<file path="config.mk">
export PLATFORM = sky130hd
export DESIGN_NAME = terminal_escape_key_decoder_top
export DESIGN_NICKNAME = d
export VERILOG_FILES = /design/src/hw/rtl/tekd_pkg.sv /design/src/hw/rtl/tekd_decoder.sv /design/src/hw/rtl/tekd_out_fifo.sv /design/src/hw/rtl/terminal_escape_key_decoder_top.sv
export SDC_FILE = /design/constraint.sdc
export NUM_CORES = 1
export LEC_CHECK = 0
export BUFFER_PORTS_ARGS = -buffer_cell sky130_fd_sc_hd__buf_2
export CORE_ASPECT_RATIO = 0.8
export CORE_MARGIN = 10
export CORE_UTILIZATION = 63
export CTS_CLUSTER_DIAMETER = 100
export DETAILED_ROUTE_END_ITERATION = 8
export GPL_TIMING_DRIVEN = 0
export PLACE_DENSITY = 0.82
export SYNTH_ARGS = -nofsm -noshare
export SYNTH_HDL_FRONTEND = slang
export SYNTH_HIERARCHICAL = 1
export SYNTH_SLANG_ARGS = --single-unit
</file>
<file path="constraint.sdc">
create_clock -name clk -period 9.5 [get_ports clk]
set_input_delay 0.475 -clock clk [delete_from_list [all_inputs] [get_ports clk]]
set_output_delay 0.475 -clock clk [all_outputs]
set_load 0.1 [all_outputs]
</file>
<file path="src/hw/rtl/tekd_pkg.sv">
// ----------------------------------------------------------------------------
// tekd_pkg
// Shared types, codes and constants of the terminal escape key decoder.
// ----------------------------------------------------------------------------
package tekd_pkg;

  localparam int PARAM_BITS_DEF = 16;
  localparam int OUT_DEPTH      = 4;

  localparam logic [1:0] FUNC_BYTE   = 2'd0;
  localparam logic [1:0] FUNC_TICK   = 2'd1;
  localparam logic [1:0] FUNC_RESIZE = 2'd2;

  localparam logic [2:0] KIND_PLAIN  = 3'd0;
  localparam logic [2:0] KIND_KEY    = 3'd1;
  localparam logic [2:0] KIND_MOUSE  = 3'd2;
  localparam logic [2:0] KIND_RESIZE = 3'd3;
  localparam logic [2:0] KIND_PBEGIN = 3'd4;
  localparam logic [2:0] KIND_PEND   = 3'd5;

  localparam logic [3:0] KEY_UP      = 4'd0;
  localparam logic [3:0] KEY_C_UP    = 4'd1;
  localparam logic [3:0] KEY_A_UP    = 4'd2;
  localparam logic [3:0] KEY_DOWN    = 4'd3;
  localparam logic [3:0] KEY_C_DOWN  = 4'd4;
  localparam logic [3:0] KEY_A_DOWN  = 4'd5;
  localparam logic [3:0] KEY_RIGHT   = 4'd6;
  localparam logic [3:0] KEY_C_RIGHT = 4'd7;
  localparam logic [3:0] KEY_LEFT    = 4'd8;
  localparam logic [3:0] KEY_C_LEFT  = 4'd9;
  localparam logic [3:0] KEY_HOME    = 4'd10;
  localparam logic [3:0] KEY_END     = 4'd11;
  localparam logic [3:0] KEY_DEL     = 4'd12;
  localparam logic [3:0] KEY_C_DEL   = 4'd13;
  localparam logic [3:0] KEY_PGUP    = 4'd14;
  localparam logic [3:0] KEY_PGDN    = 4'd15;

  localparam logic [7:0] CH_ESC    = 8'h1B;
  localparam logic [7:0] CH_O      = 8'h4F;
  localparam logic [7:0] CH_LBRACK = 8'h5B;
  localparam logic [7:0] CH_LT     = 8'h3C;
  localparam logic [7:0] CH_TILDE  = 8'h7E;
  localparam logic [7:0] CH_SEMI   = 8'h3B;
  localparam logic [7:0] CH_M_UP   = 8'h4D;
  localparam logic [7:0] CH_M_LO   = 8'h6D;
  localparam logic [7:0] CH_A      = 8'h41;
  localparam logic [7:0] CH_B      = 8'h42;
  localparam logic [7:0] CH_C      = 8'h43;
  localparam logic [7:0] CH_D      = 8'h44;
  localparam logic [7:0] CH_F      = 8'h46;
  localparam logic [7:0] CH_H      = 8'h48;
  localparam logic [7:0] CH_0      = 8'h30;
  localparam logic [7:0] CH_9      = 8'h39;

  localparam int TILDE_HOME   = 1;
  localparam int TILDE_DEL    = 3;
  localparam int TILDE_END    = 4;
  localparam int TILDE_PGUP   = 5;
  localparam int TILDE_PGDN   = 6;
  localparam int TILDE_HOME2  = 7;
  localparam int TILDE_END2   = 8;
  localparam int TILDE_PBEGIN = 200;
  localparam int TILDE_PEND   = 201;

  typedef struct packed {
    logic [1:0] func;
    logic [7:0] data_byte;
  } tekd_in_t;

  typedef struct packed {
    logic [2:0]  kind;
    logic [7:0]  char_value;
    logic [3:0]  key_id;
    logic        shift_flag;
    logic [15:0] mouse_button;
    logic [15:0] mouse_col;
    logic [15:0] mouse_row;
    logic        mouse_pressed;
    logic        last;
  } tekd_out_t;

  typedef struct packed {
    logic [1:0] cnt;
    tekd_out_t  r0;
    tekd_out_t  r1;
  } tekd_step_t;

  typedef enum logic [5:0] {
    PH_IDLE  = 6'b000001,
    PH_ESC   = 6'b000010,
    PH_SS3   = 6'b000100,
    PH_CSI0  = 6'b001000,
    PH_CSI   = 6'b010000,
    PH_MOUSE = 6'b100000
  } tekd_phase_t;

  function automatic tekd_out_t mk_kind(input logic [2:0] kind);
    tekd_out_t r;
    r      = '0;
    r.kind = kind;
    return r;
  endfunction

  function automatic tekd_out_t mk_plain(input logic [7:0] b);
    tekd_out_t r;
    r            = mk_kind(KIND_PLAIN);
    r.char_value = b;
    return r;
  endfunction

  function automatic tekd_out_t mk_key(input logic [3:0] id, input logic shift);
    tekd_out_t r;
    r            = mk_kind(KIND_KEY);
    r.key_id     = id;
    r.shift_flag = shift;
    return r;
  endfunction

  function automatic logic is_digit(input logic [7:0] b);
    return (b >= CH_0) && (b <= CH_9);
  endfunction

endpackage

</file>
<file path="src/hw/rtl/tekd_decoder.sv">
// ----------------------------------------------------------------------------
// tekd_decoder
// Sequence state and combinational decode of one item into up to two results.
// ----------------------------------------------------------------------------
module tekd_decoder
  import tekd_pkg::*;
#(
  parameter int PARAM_BITS = PARAM_BITS_DEF
) (
  input  logic       clk,
  input  logic       rst_n,
  input  logic       step,
  input  tekd_in_t   item,
  output tekd_step_t res
);

  localparam logic [PARAM_BITS-1:0] PMAX = {PARAM_BITS{1'b1}};

  tekd_phase_t           phase_r, phase_nxt;
  logic [PARAM_BITS-1:0] pv_r   [3];
  logic [PARAM_BITS-1:0] pv_nxt [3];
  logic [1:0]            slot_r, slot_nxt;
  logic                  rw_r, rw_nxt;

  logic [7:0]            b;
  logic [3:0]            dig;
  logic [PARAM_BITS-1:0] zero_p;

  function automatic logic [PARAM_BITS-1:0] acc(input logic [PARAM_BITS-1:0] v,
                                                input logic [3:0] d);
    logic [PARAM_BITS+3:0] t;
    t = ({4'b0, v} << 3) + ({4'b0, v} << 1) + (PARAM_BITS + 4)'(d);
    return (t[PARAM_BITS+3:PARAM_BITS] != 4'd0) ? PMAX : t[PARAM_BITS-1:0];
  endfunction

  function automatic logic [15:0] sat16(input logic [PARAM_BITS-1:0] v);
    logic [31:0] w;
    w = 32'(v);
    return (w > 32'h0000_FFFF) ? 16'hFFFF : w[15:0];
  endfunction

  function automatic tekd_out_t csi_final(input logic [7:0] fin,
                                          input logic [PARAM_BITS-1:0] p0,
                                          input logic [PARAM_BITS-1:0] p1);
    logic [2:0] m;
    logic       ctrl;
    logic       alt;
    logic       hit;
    logic [3:0] id;
    tekd_out_t  r;
    m    = (p1 > PARAM_BITS'(1)) ? (p1[2:0] - 3'd1) : 3'd0;
    ctrl = m[2];
    alt  = m[1];
    hit  = 1'b1;
    id   = KEY_UP;
    r    = mk_plain(CH_ESC);
    priority if (fin == CH_A) begin
      id = ctrl ? KEY_C_UP : (alt ? KEY_A_UP : KEY_UP);
    end else if (fin == CH_B) begin
      id = ctrl ? KEY_C_DOWN : (alt ? KEY_A_DOWN : KEY_DOWN);
    end else if (fin == CH_C) begin
      id = ctrl ? KEY_C_RIGHT : KEY_RIGHT;
    end else if (fin == CH_D) begin
      id = ctrl ? KEY_C_LEFT : KEY_LEFT;
    end else if (fin == CH_H) begin
      id = KEY_HOME;
    end else if (fin == CH_F) begin
      id = KEY_END;
    end else if (fin == CH_TILDE) begin
      priority if (p0 == PARAM_BITS'(TILDE_HOME) || p0 == PARAM_BITS'(TILDE_HOME2)) begin
        id = KEY_HOME;
      end else if (p0 == PARAM_BITS'(TILDE_END) || p0 == PARAM_BITS'(TILDE_END2)) begin
        id = KEY_END;
      end else if (p0 == PARAM_BITS'(TILDE_DEL)) begin
        id = ctrl ? KEY_C_DEL : KEY_DEL;
      end else if (p0 == PARAM_BITS'(TILDE_PGUP)) begin
        id = KEY_PGUP;
      end else if (p0 == PARAM_BITS'(TILDE_PGDN)) begin
        id = KEY_PGDN;
      end else begin
        hit = 1'b0;
      end
    end else begin
      hit = 1'b0;
    end
    if (hit) begin
      r = mk_key(id, m[0]);
    end
    if (fin == CH_TILDE && p0 == PARAM_BITS'(TILDE_PBEGIN)) begin
      r = mk_kind(KIND_PBEGIN);
    end
    if (fin == CH_TILDE && p0 == PARAM_BITS'(TILDE_PEND)) begin
      r = mk_kind(KIND_PEND);
    end
    return r;
  endfunction

  assign b      = item.data_byte;
  assign dig    = b[3:0];
  assign zero_p = '0;

  always_comb begin
    phase_nxt = phase_r;
    pv_nxt    = pv_r;
    slot_nxt  = slot_r;
    rw_nxt    = rw_r;
    res.cnt   = 2'd0;
    res.r0    = mk_kind(KIND_PLAIN);
    res.r1    = mk_kind(KIND_PLAIN);
    if (step) begin
      unique case (item.func)
        FUNC_BYTE: begin
          unique case (phase_r)
            PH_IDLE: begin
              if (b == CH_ESC) begin
                phase_nxt = PH_ESC;
              end else begin
                res.r0  = mk_plain(b);
                res.cnt = 2'd1;
              end
            end
            PH_ESC: begin
              if (b == CH_O) begin
                phase_nxt = PH_SS3;
              end else if (b == CH_LBRACK) begin
                pv_nxt    = '{default: '0};
                slot_nxt  = 2'd0;
                phase_nxt = PH_CSI0;
              end else begin
                res.r0  = mk_plain(CH_ESC);
                res.cnt = 2'd1;
                if (b != CH_ESC) begin
                  phase_nxt = PH_IDLE;
                  res.r1    = mk_plain(b);
                  res.cnt   = 2'd2;
                end
              end
            end
            PH_SS3: begin
              phase_nxt = PH_IDLE;
              res.cnt   = 2'd1;
              if (b == CH_H) begin
                res.r0 = mk_key(KEY_HOME, 1'b0);
              end else if (b == CH_F) begin
                res.r0 = mk_key(KEY_END, 1'b0);
              end else begin
                res.r0 = mk_plain(CH_ESC);
              end
            end
            PH_CSI0: begin
              pv_nxt   = '{default: '0};
              slot_nxt = 2'd0;
              if (b == CH_LT) begin
                phase_nxt = PH_MOUSE;
              end else if (is_digit(b)) begin
                pv_nxt[0] = PARAM_BITS'(dig);
                phase_nxt = PH_CSI;
              end else if (b == CH_SEMI) begin
                slot_nxt  = 2'd1;
                phase_nxt = PH_CSI;
              end else begin
                res.r0    = csi_final(b, zero_p, zero_p);
                res.cnt   = 2'd1;
                phase_nxt = PH_IDLE;
              end
            end
            PH_CSI: begin
              if (is_digit(b)) begin
                if (slot_r < 2'd2) begin
                  pv_nxt[slot_r] = acc(pv_r[slot_r], dig);
                end
              end else if (b == CH_SEMI) begin
                if (slot_r < 2'd2) begin
                  slot_nxt = slot_r + 2'd1;
                end
              end else begin
                res.r0    = csi_final(b, pv_r[0], pv_r[1]);
                res.cnt   = 2'd1;
                phase_nxt = PH_IDLE;
              end
            end
            PH_MOUSE: begin
              if (is_digit(b)) begin
                if (slot_r <= 2'd2) begin
                  pv_nxt[slot_r] = acc(pv_r[slot_r], dig);
                end
              end else if (b == CH_SEMI) begin
                if (slot_r >= 2'd2) begin
                  phase_nxt = PH_IDLE;
                  res.r0    = mk_plain(CH_ESC);
                  res.cnt   = 2'd1;
                end else begin
                  slot_nxt = slot_r + 2'd1;
                end
              end else begin
                phase_nxt = PH_IDLE;
                res.cnt   = 2'd1;
                if (b == CH_M_UP || b == CH_M_LO) begin
                  res.r0               = mk_kind(KIND_MOUSE);
                  res.r0.mouse_button  = sat16(pv_r[0]);
                  res.r0.mouse_col     = sat16(pv_r[1]);
                  res.r0.mouse_row     = sat16(pv_r[2]);
                  res.r0.mouse_pressed = (b == CH_M_UP);
                end else begin
                  res.r0 = mk_plain(CH_ESC);
                end
              end
            end
            default: begin
              phase_nxt = PH_IDLE;
            end
          endcase
        end
        FUNC_TICK: begin
          if (phase_r == PH_IDLE) begin
            if (rw_r) begin
              rw_nxt  = 1'b0;
              res.r0  = mk_kind(KIND_RESIZE);
              res.cnt = 2'd1;
            end
          end else begin
            phase_nxt = PH_IDLE;
            res.r0    = mk_plain(CH_ESC);
            res.cnt   = 2'd1;
          end
        end
        FUNC_RESIZE: begin
          if (phase_r == PH_IDLE) begin
            rw_nxt  = 1'b0;
            res.r0  = mk_kind(KIND_RESIZE);
            res.cnt = 2'd1;
          end else begin
            rw_nxt = 1'b1;
          end
        end
        default: begin
        end
      endcase
    end
    res.r0.last = (res.cnt == 2'd1);
    res.r1.last = (res.cnt == 2'd2);
  end

  always_ff @(posedge clk) begin
    if (!rst_n) begin
      phase_r <= PH_IDLE;
      pv_r    <= '{default: '0};
      slot_r  <= 2'd0;
      rw_r    <= 1'b0;
    end else begin
      phase_r <= phase_nxt;
      pv_r    <= pv_nxt;
      slot_r  <= slot_nxt;
      rw_r    <= rw_nxt;
    end
  end

`ifndef SYNTH
  a_two_results_esc_first: assert property (@(posedge clk) disable iff (!rst_n)
    res.cnt == 2'd2 |-> res.r0.kind == KIND_PLAIN && res.r0.char_value == CH_ESC
                        && !res.r0.last && res.r1.last)
    else $error("two results without leading ESC");
  a_slot_range: assert property (@(posedge clk) disable iff (!rst_n)
    slot_r != 2'd3)
    else $error("parameter slot out of range");
  a_resize_idle: assert property (@(posedge clk) disable iff (!rst_n)
    res.cnt != 2'd0 && res.r0.kind == KIND_RESIZE |=> !rw_r)
    else $error("resize emitted but still waiting");
`endif

endmodule

</file>
<file path="src/hw/rtl/tekd_out_fifo.sv">
// ----------------------------------------------------------------------------
// tekd_out_fifo
// Result register queue: takes up to two results a cycle, gives one.
// ----------------------------------------------------------------------------
module tekd_out_fifo
  import tekd_pkg::*;
(
  input  logic       clk,
  input  logic       rst_n,
  input  tekd_step_t push,
  output logic       room,
  output logic       out_valid,
  input  logic       out_stall,
  output tekd_out_t  out_data
);

  localparam int PW = $clog2(OUT_DEPTH);
  localparam int CW = $clog2(OUT_DEPTH + 1);

  tekd_out_t       mem_r [OUT_DEPTH];
  logic [PW-1:0]   wr_ptr_r, wr_ptr_nxt;
  logic [PW-1:0]   rd_ptr_r, rd_ptr_nxt;
  logic [CW-1:0]   cnt_r, cnt_nxt;
  logic            pop;
  logic [PW-1:0]   wr_ptr_p1;

  assign out_valid = (cnt_r != '0);
  assign out_data  = mem_r[rd_ptr_r];
  assign room      = (cnt_r <= CW'(OUT_DEPTH - 2));
  assign pop       = out_valid && !out_stall;
  assign wr_ptr_p1 = wr_ptr_r + PW'(1);

  always_comb begin
    wr_ptr_nxt = wr_ptr_r + PW'(push.cnt);
    rd_ptr_nxt = rd_ptr_r + PW'(pop);
    cnt_nxt    = cnt_r + CW'(push.cnt) - CW'(pop);
  end

  always_ff @(posedge clk) begin
    if (push.cnt != 2'd0) begin
      mem_r[wr_ptr_r] <= push.r0;
    end
    if (push.cnt == 2'd2) begin
      mem_r[wr_ptr_p1] <= push.r1;
    end
  end

  always_ff @(posedge clk) begin
    if (!rst_n) begin
      wr_ptr_r <= '0;
      rd_ptr_r <= '0;
      cnt_r    <= '0;
    end else begin
      wr_ptr_r <= wr_ptr_nxt;
      rd_ptr_r <= rd_ptr_nxt;
      cnt_r    <= cnt_nxt;
    end
  end

`ifndef SYNTH
  a_no_overflow: assert property (@(posedge clk) disable iff (!rst_n)
    push.cnt != 2'd0 |-> room)
    else $error("result queue overflow");
  a_cnt_bound: assert property (@(posedge clk) disable iff (!rst_n)
    cnt_r <= CW'(OUT_DEPTH))
    else $error("result count above depth");
  a_ptr_gap: assert property (@(posedge clk) disable iff (!rst_n)
    PW'(wr_ptr_r - rd_ptr_r) == PW'(cnt_r))
    else $error("pointers disagree with count");
`endif

endmodule

</file>
<file path="src/hw/rtl/terminal_escape_key_decoder_top.sv">
// ----------------------------------------------------------------------------
// terminal_escape_key_decoder_top
// Decodes terminal input bytes, timeout ticks and resize events into key, character, mouse, resize and paste results.
// ----------------------------------------------------------------------------
// Path: input register, then decode once the result queue has room, then the result queue.
// Throughput: one request per cycle while the result queue has room; a request with two
//   results gives them out one at a time, through the single result read port of the queue.
// Reset: synchronous, active low; clears sequence state, parameters, pending
//   resize, the input register's full flag and the result queue.
module terminal_escape_key_decoder_top
  import tekd_pkg::*;
#(
  parameter int PARAM_BITS = PARAM_BITS_DEF
) (
  input  logic      clk,
  input  logic      rst_n,
  input  logic      in_valid,
  output logic      in_stall,
  input  tekd_in_t  in_data,
  output logic      out_valid,
  input  logic      out_stall,
  output tekd_out_t out_data
);

  logic       in_full_r, in_full_nxt;
  tekd_in_t   in_item_r;
  logic       room;
  logic       proc;
  logic       in_acc;
  tekd_step_t res;

  assign proc        = in_full_r && room;
  assign in_stall    = in_full_r && !room;
  assign in_acc      = in_valid && !in_stall;
  assign in_full_nxt = in_acc || (in_full_r && !proc);

  always_ff @(posedge clk) begin
    if (in_acc) begin
      in_item_r <= in_data;
    end
  end

  always_ff @(posedge clk) begin
    if (!rst_n) begin
      in_full_r <= 1'b0;
    end else begin
      in_full_r <= in_full_nxt;
    end
  end

  tekd_decoder #(
    .PARAM_BITS(PARAM_BITS)
  ) u_dec (
    .clk  (clk),
    .rst_n(rst_n),
    .step (proc),
    .item (in_item_r),
    .res  (res)
  );

  tekd_out_fifo u_fifo (
    .clk      (clk),
    .rst_n    (rst_n),
    .push     (res),
    .room     (room),
    .out_valid(out_valid),
    .out_stall(out_stall),
    .out_data (out_data)
  );

endmodule

</file>
==> results.md, run 1 <==
- Worst VDD drop: 0.0001198 V
- Post-synth EDFFs: 274
- Post-route non-filler standard cell count: 2,144
- Hold Fails Final Rpt: 0
- Longest Clk Path Bufs: 3
- Setup TNS: 0 ns
- Critical Path Source Type: flop
- Placed Area: 21,160 sq um
- Net Sw Frac: 0.3532
- Hold_ws: 0.1313 ns
- Hold buffers post-CTS: 0
- Post-layout util: 0.7238
- RSZ-0062 raised after global routing: false
- Drt initial violations: 1,860
- Worst Path Arrival: 5.72 ns
- FF+latch count, synth: 339
- Seq/Total Area, Yosys: 0.4817
- Slowest CP cell: clkbuf_1
- # DRC: 0
- Slew @ Worst Pin: 1.344 ns
- Status: completed
- Leakage: 8.690 nW
- Buf/Inv on CP: 4
- Starting Density: 0.6450
- Num CTS Buffers: 35
- Setup WS pre-CTS: 4.310 ns
- Syn_area_per_cell: 12.98 sq um
- Drt via density: 6.548
- DP HPWL: 37.95 mm
- Area Overhead vs Synth: 12.21%
- Share of layout cells above drive strength 1: 0.3512
- Critical Path Most Common Cell: clkbuf_1
- PostCTS Resize Cnt: 0
- Synth Cell Area: 19,780 sq um
- Finished Cell Area: 22,200 sq um
- Core ar.: 30,670 sq um
- Worst EP required: 9.86 ns
- Synth warn: 6
- Fin nets: 1,764
- IO Count: 82
- Logic gate share of total power: 0.273
- GRT Total Usage: 0.2743
- Netlist cell types: 82
- Clock power share: 0.317
- Critical Path Source: u_dec/slot_r[1]$_SDFFE_PN0P_
- CTS clk-pin slew, worst paths: 0.06 ns
- First-pass DRT Iterations: 5
- Largest delay share family, worst path: buffers and inverters
- Vias in the first global route: 13,760
- Most frequent cells after synthesis: 274 x edfxtp_1, 235 x mux2_2, 77 x and2_1, 75 x a21oi_1
- Setup crit end kind: flop
- Tmin final: 5.359 ns
- Crit path max fanout: 10
- Largest cells by area after synthesis: edfxtp_1 42%, mux2_2 13%, mux4_2 7.5%, dfxtp_1 6.6%, buf_4 2.6%
- Area share of the largest cell type after synthesis: 0.4159
- Die area: 38,930 sq um
- Site row count: 57
- Global placement routability congestion: 0.9936
- Synthesized instance count: 1,524
- Number of sinks on the clock net: 339
- CTS tree: yes
- Ys async rst share: 0
- Initial antenna violation count: 2
- Fmax: 0.1866 GHz
- Clock latency on the worst-skew pair: 0.54 ns
- Worst r2r src: u_dec/slot_r[1]$_SDFFE_PN0P_
- Post-CTS setup buffers: 0
- First-pass GRT wire length: 82.43 mm
- Crit path cell chain: clkbuf_1 -> clkbuf_1 -> mux2i_1 -> o22ai_1 -> ha_1 -> ha_1 -> nand3_1 -> o2111ai_1 -> a31oi_1 -> o211ai_1 -> xor2_1 -> a41oi_1 -> clkbuf_1 -> buf_2 -> a41oi_1
- Worst rel slew slack: 0.09583
- Final Max Slew Viols: 0
- Final period utilization: 0.5641
- Die Wd: 218.1 um
- Hold Crit Class: in2reg
- WL per Instance: 25.13 um
- Total gr overflow: 0
- Critical path class: reg2reg
- HP Start: in_data[9]
- Final WS setup: 4.141 ns
- Max Clock Skew: 0.02770 ns
- Main flop type after synthesis: edfxtp_1
- Most frequent cell after synthesis: edfxtp_1
- Psw: 1.419 mW
- ANT cells: 0
- Routed via count: 14,040
- Final setup viols: 0
- Total power: 4.016 mW
- P_int: 2.597 mW
- Placed insts: 2,083
- Max cap viols: 0
- Synth area leader: edfxtp_1
- Vert. Die Dim: 178.5 um
- DRT antenna net count: 0
- Crit path largest cell delay: 0.61 ns
- Flop pwr share: 0.410
- Clock root buffer master: clkbuf_16
- Detailed Route WL: 53.88 mm
- Largest net degree at the start of global routing: 57
- Port bufs: 81
- Cell Pwr Density: 180.9 nW/um^2
- H-tree Lvls: 2
## cell families (layout without fill, tap and decap cells)
kind of cell             Yosys count  count (layout)  share of synthesized area
adder cells (fa/ha/maj)           43              43                    0.02834
other                              1              57                  0.0001896
flip-flops                       339             339                     0.4817
AO/OA/AOI/OAI                    286             286                    0.09703
multiplexers                     347             347                     0.2395
AND/OR/NAND/NOR                  304             304                    0.08716
buffers and inverters            184             335                    0.05718
XOR/XNOR                          20              20                   0.008855
## area by class of cell
type                    instances  area, sq um
inverters                      26        97.59
well taps                     413        516.7
repair buffers                 90        618.1
clock buffers                  45        917.1
flip-flops and latches        339         9529
clock inverters                16        117.6
multi-input cells            1057         9368
fillers                      1990         8469
plain buffers                 158         1033
## path summary, 6_finish.rpt
path	to	slack (ns)	depth (start not counted)
worst max-delay path	u_dec/pv_r[31]$_SDFFE_PN0P_	4.14	15
worst min-delay path	in_item_r[9]$_DFFE_PP_	0.13	1
worst max register to register	u_dec/pv_r[31]$_SDFFE_PN0P_	4.14	15
worst min register to register	u_dec/pv_r[17]$_SDFFE_PN0P_	0.56	2
## cells in the final DEF, fill, tap and decap left out, types with 8 or more instances in the layout
| master | synthesis | final |
|---|---|---|
| clkbuf_1 | 36 | 45 |
| buf_4 | 69 | 69 |
| nor4_1 | 13 | 13 |
| edfxtp_1 | 274 | 274 |
| clkinv_1 | 0 | 8 |
| a311oi_1 | 33 | 33 |
| nand2_1 | 69 | 69 |
| mux2_2 | 235 | 235 |
| a31oi_1 | 10 | 10 |
| o21ai_1 | 13 | 13 |
| inv_1 | 26 | 26 |
| nand2b_1 | 8 | 8 |
| o21ai_0 | 39 | 39 |
| nor2b_1 | 12 | 11 |
| a21oi_1 | 75 | 75 |
| buf_6 | 14 | 14 |
| xnor2_1 | 9 | 9 |
| o211ai_1 | 9 | 9 |
| conb_1 | 1 | 57 |
| a21boi_0 | 27 | 27 |
| ha_1 | 40 | 40 |
| and3_1 | 13 | 13 |
| mux2i_1 | 17 | 17 |
| and2_1 | 77 | 77 |
| buf_2 | 34 | 115 |
| nor3_1 | 13 | 13 |
| nand3_1 | 10 | 10 |
| xor2_1 | 11 | 11 |
| a21o_1 | 13 | 12 |
| mux2_4 | 29 | 29 |
| a41oi_1 | 14 | 14 |
| o22ai_1 | 9 | 9 |
| dfxtp_1 | 65 | 65 |
| clkbuf_16 | 0 | 35 |
| mux4_2 | 66 | 66 |
| nor2_1 | 43 | 42 |
## flip-flops by register name (all words and copies together) (netlist names)
| register | cells |
|---|---|
| u_dec/pv_r | 48 |
| u_dec/rw_r | 1 |
| in_full_r | 1 |
| u_fifo/mem_r | 264 |
| u_fifo/rd_ptr_r | 2 |
| in_item_r | 10 |
| u_fifo/wr_ptr_r | 2 |
| u_fifo/cnt_r | 3 |
| u_dec/phase_r | 6 |
| u_dec/slot_r | 2 |
## metal layers
layer / up-vias / global-route usage / routed length, um / part of all wire
li1: 6161 / - / - / -
met1: 6951 / 0.3972 / 22560 / 0.42
met2: 827 / 0.4177 / 24380 / 0.45
met3: 100 / 0.04689 / 5632 / 0.10
met4: 0 / 0.07912 / 1307 / 0.024
met5: - / 0 / 0 / 0
## power by group through the flow
stage	logic (mW)	registers, mW	clock network [mW]
3_3_place_gp	1.07	1.68	0
6_report	1.10	1.65	1.27
3_5_place_dp	1.09	1.68	0
5_1_grt	1.14	1.65	1.34
4_1_cts	1.10	1.65	1.28
2_1_floorplan	0.915	1.67	0
## worst reg2reg max path, delay by kind of cell (launching register included)
family,cells,cell delay [ns]
and+or+nand+nor,1,0.12
muxes,1,0.39
DFF,1,0.36
AOI/OAI and AO/OA,6,1.47
buffers and inverters,4,2.01
adders and majority gates,2,0.70
xor gates and xnor gates,1,0.16
No activity file was read; power rests on OpenSTA's default activity.
==> run 2: changes to the inputs <==
--- a/config.mk
+++ b/config.mk
@@ -5,14 +5,15 @@
 export SDC_FILE = /design/constraint.sdc
 export NUM_CORES = 1
 export LEC_CHECK = 0
+export ABC_AREA = 1
 export BUFFER_PORTS_ARGS = -buffer_cell sky130_fd_sc_hd__buf_2
 export CORE_ASPECT_RATIO = 0.8
 export CORE_MARGIN = 10
-export CORE_UTILIZATION = 63
+export CORE_UTILIZATION = 57
 export CTS_CLUSTER_DIAMETER = 100
 export DETAILED_ROUTE_END_ITERATION = 8
 export GPL_TIMING_DRIVEN = 0
-export PLACE_DENSITY = 0.82
+export PLACE_DENSITY = 0.78
 export SYNTH_ARGS = -nofsm -noshare
 export SYNTH_HDL_FRONTEND = slang
 export SYNTH_HIERARCHICAL = 1
==> constraint.sdc (replaced) <==
create_clock -name clk -period 4.6 [get_ports clk]
set_input_delay 0.23 -clock clk [delete_from_list [all_inputs] [get_ports clk]]
set_output_delay 0.23 -clock clk [all_outputs]
set_load 0.1 [all_outputs]
==> results.md, run 2 <==
- H-tree Lvls: 2 (unchanged)
- Max reg flops: 264 (unchanged)
- Ys async rst share: 0 (unchanged)
- Most frequent cell after synthesis: nand2_1
- Total gr overflow: 0 (unchanged)
- Largest Register: u_fifo/mem_r
- Largest cells by area after synthesis: edfxtp_1 40%, nand2_1 10%, dfxtp_1 6.4%, o21ai_0 6.3%, nor2_1 5.2%
- WL per Instance: 19.91 um (-21%)
- Share of layout cells above drive strength 1: 0.1407 (-0.2105)
- Clock root buffer master: clkbuf_16
- DRT antenna net count: 0 (unchanged)
- Max cap viols: 0 (unchanged)
- Critical path class: reg2reg
- DP HPWL: 46.43 mm (+22%)
- Synth area leader: edfxtp_1
- First-pass GRT wire length: 99.27 mm (+20%)
- Vias in the first global route: 17,920 (+30%)
- Synth warn: 6 (unchanged)
- Detailed Route WL: 64.58 mm (+20%)
- Register area: 9529 sq um (unchanged)
- Critical Path Source Type: flop
- FF+latch count, synth: 339 (unchanged)
- Starting Density: 0.5817 (-0.06336)
- # DRC: 0 (unchanged)
- GRT Total Usage: 0.2864 (+0.01210)
- IO Count: 82 (unchanged)
- Number of sinks on the clock net: 339 (unchanged)
- Most frequent cells after synthesis: 566 x nand2_1, 283 x nor2_1, 274 x edfxtp_1, 256 x o21ai_0, 208 x inv_1
- Final WS setup: 0.1609 ns (-3.980 ns)
- Max Clock Skew: 0.01964 ns (-0.008065 ns)
- Total power: 9.393 mW (+130%)
- Hold Crit Class: in2reg
- Initial antenna violation count: 1 (-1)
- Critical Path Source: u_dec/slot_r[0]$_SDFFE_PN0P_
- Hold Fails Final Rpt: 0 (unchanged)
- Synthesized instance count: 2,555 (+68%)
- Port bufs: 81 (unchanged)
- Worst Path Arrival: 4.63 ns (-1.09 ns)
- CTS clk-pin slew, worst paths: 0.06 ns (about the same)
- Worst VDD drop: 0.0004043 V (+240%)
- Most common cell after layout, fill and taps aside: nand2_1
- CTS tree: yes
- Core ar.: 34,960 sq um (+14%)
- Post-synth EDFFs: 274 (unchanged)
- Highest-count cells in the layout ignoring fill and taps: 563 x nand2_1, 283 x nor2_1, 274 x edfxtp_1
- Fill cells: 2,882 (+45%)
- Setup WS pre-CTS: -0.3710 ns (-4.681 ns)
- Multi-input logic area: 9049 sq um (-3.4%)
- Final setup viols: 0 (unchanged)
- Hold path cells: 3 (+2)
- Largest net degree at the start of global routing: 59 (+3.5%)
- Site row count: 61 (+7.0%)
- Setup crit end kind: flop
- Status: completed
- Post-route non-filler standard cell count: 3,244 (+51%)
- Drt initial violations: 3,080 (+66%)
- RSZ-0062 raised after global routing: false
- Die area: 43,670 sq um (+12%)
- Path depth of the worst reg2reg path: 15 (unchanged)
- Netlist cell types: 47 (-43%)
- Die Wd: 231.2 um (+6.0%)
- Tmin final: 4.439 ns (-0.9202 ns)
- Fmax: 0.2253 GHz (+21%)
- Worst EP required: 4.79 ns (-5.07 ns)
- Biggest regs: u_fifo/mem_r: 264 flops, u_dec/pv_r: 48 flops, in_item_r: 10 flops
- Slew @ Worst Pin: 1.148 ns (-0.1963 ns)
- Vert. Die Dim: 188.9 um (+5.8%)
- Crit path max fanout: 50 (+40)
- Fin nets: 2,803 (+59%)
- Area Overhead vs Synth: 13.00%
- Final period utilization: 0.9650 (+0.4009)
- Reg2reg setup slack: 0.16 ns (-3.98 ns)
- Area share of the largest cell type after synthesis: 0.4047 (-0.01129)
- Worst Setup EP: u_fifo/mem_r[0][10]$_DFFE_PP_
- First-pass DRT Iterations: 8 (+3)
- Seq/Total Area, Yosys: 0.4686 (-0.01307)
- Main flop type after synthesis: edfxtp_1
- Cell Pwr Density: 408.8 nW/um^2 (+130%)
- Worst r2r src: u_dec/slot_r[0]$_SDFFE_PN0P_
- Worst rel slew slack: 0.2269 (+0.1311)
- Longest Clk Path Bufs: 3 (unchanged)
- Clock latency on the worst-skew pair: 0.53 ns (about the same)
- ANT cells: 0 (unchanged)
- Synth Cell Area: 20,330 sq um (+2.8%)
- Leakage: 8.373 nW (-3.6%)
- Syn_area_per_cell: 7.958 sq um (-39%)
- Placed insts: 3,172 (+52%)
- Num CTS Buffers: 36 (+2.9%)
- Routed via count: 19,190 (+37%)
- Global placement routability congestion: 0.9869 (-0.67%)
- Setup TNS: 0 ns (unchanged)
- R2r endpoint: u_fifo/mem_r[0][10]$_DFFE_PP_
- Final Max Slew Viols: 0 (unchanged)
- Drt via density: 5.915 (-9.7%)
[run 2: cell types whose count changed in the layout (fill, tap and decap cells not counted), sizes merged, moves of 33 or more]
cell and change:
o21ai +397, nand3 +100, nand2 +506, mux4 -66, o22ai +58, a311oi -33, mux2 -264, inv +194
clkbuf +43, nor2 +289, nor3 +43, and2 -78
[run 2: layout make-up]
cell class,count,share of cell area
Clock inverter,14,0.004683
Sequential cell,339,0.4147
Tap cell,472,0.02570
Clock buffer,50,0.04460
Buffer,199,0.05086
Inverter,219,0.03578
Timing Repair Buffer,101,0.02984
Multi-Input combinational cell,1850,0.3938
[run 2: logic make-up (layout without fill, tap and decap cells)]
| family | after synthesis | in the layout | synth area share |
|---|---|---|---|
| compound gates | 634 | 634 | 0.1701 |
| xor+xnor | 14 | 14 | 0.006031 |
| fa+ha+maj | 43 | 43 | 0.02757 |
| simple gates | 1102 | 1102 | 0.2288 |
| buf+inv | 422 | 583 | 0.09864 |
| flops | 339 | 339 | 0.4686 |
| other cells | 1 | 57 | 0.0001844 |
[run 2: where the power goes]
| part | switching [mW] | internal [mW] | total (mW) |
|---|---|---|---|
| combinational | 2.64 | 0.490 | 3.13 |
| clock | 1.21 | 1.62 | 2.83 |
| sequential | 0.0471 | 3.39 | 3.43 |
[run 2: metrics by stage]
stage                 util  instance area, sq um  hold slack, ns
CTS                 0.6574                 22980         0.07424
finish              0.6573                 22980         0.07738
global placement    0.6166                 21550          0.4074
global route        0.6573                 22980         0.08041
floorplan                -                 20560          0.3235
detailed placement  0.6219                 21740          0.4082
[run 2: timing repair]
action | 4_1_cts | 5_1_grt
cloned | 0 | 0
endpoints found under the hold margin | 11 | 0
setup endpoints to repair | 132 | 130
buffers inserted | 0 | 1
hold buffers | 11 | 0
gates resized for setup | 1 | 0
pin swaps | 0 | 1
[run 2: critical path, stage by stage, from the launching register on]
cell and delay (ns):
dfxtp_1 0.36, buf_2 0.26, inv_2 0.13, clkbuf_1 0.29
ha_1 0.28, clkbuf_1 0.19, nor2_1 0.21, nand2_1 0.16
nand2_1 0.10, nand4_1 0.06, o21ai_0 0.33, a21oi_2 0.23
nor2_8 0.19, nand3_2 0.44, nand2_4 0.50, buf_16 0.33
[run 2: how the worst min path moves through the flow]
stage,startpoint,endpoint,slack (ns)
after CTS,rst_n,in_full_r$_SDFF_PN0_,0.07
after global routing,rst_n,in_full_r$_SDFF_PN0_,0.08
after floorplan,rst_n,u_fifo/cnt_r[0]$_SDFF_PN0_,0.32
after global placement,in_data[3],in_item_r[3]$_DFFE_PP_,0.41
after detailed placement,in_data[0],in_item_r[0]$_DFFE_PP_,0.41
final,rst_n,in_full_r$_SDFF_PN0_,0.08
[run 2: routing by layer]
metal  GRT usage  vias to the layer above  wire length, um
met5           0                        -               11
met4     0.08891                        2             1679
met3     0.05917                      161             7973
met2      0.4510                     1251            28980
met1      0.3906                     8887            25930
li1            -                     8886                -
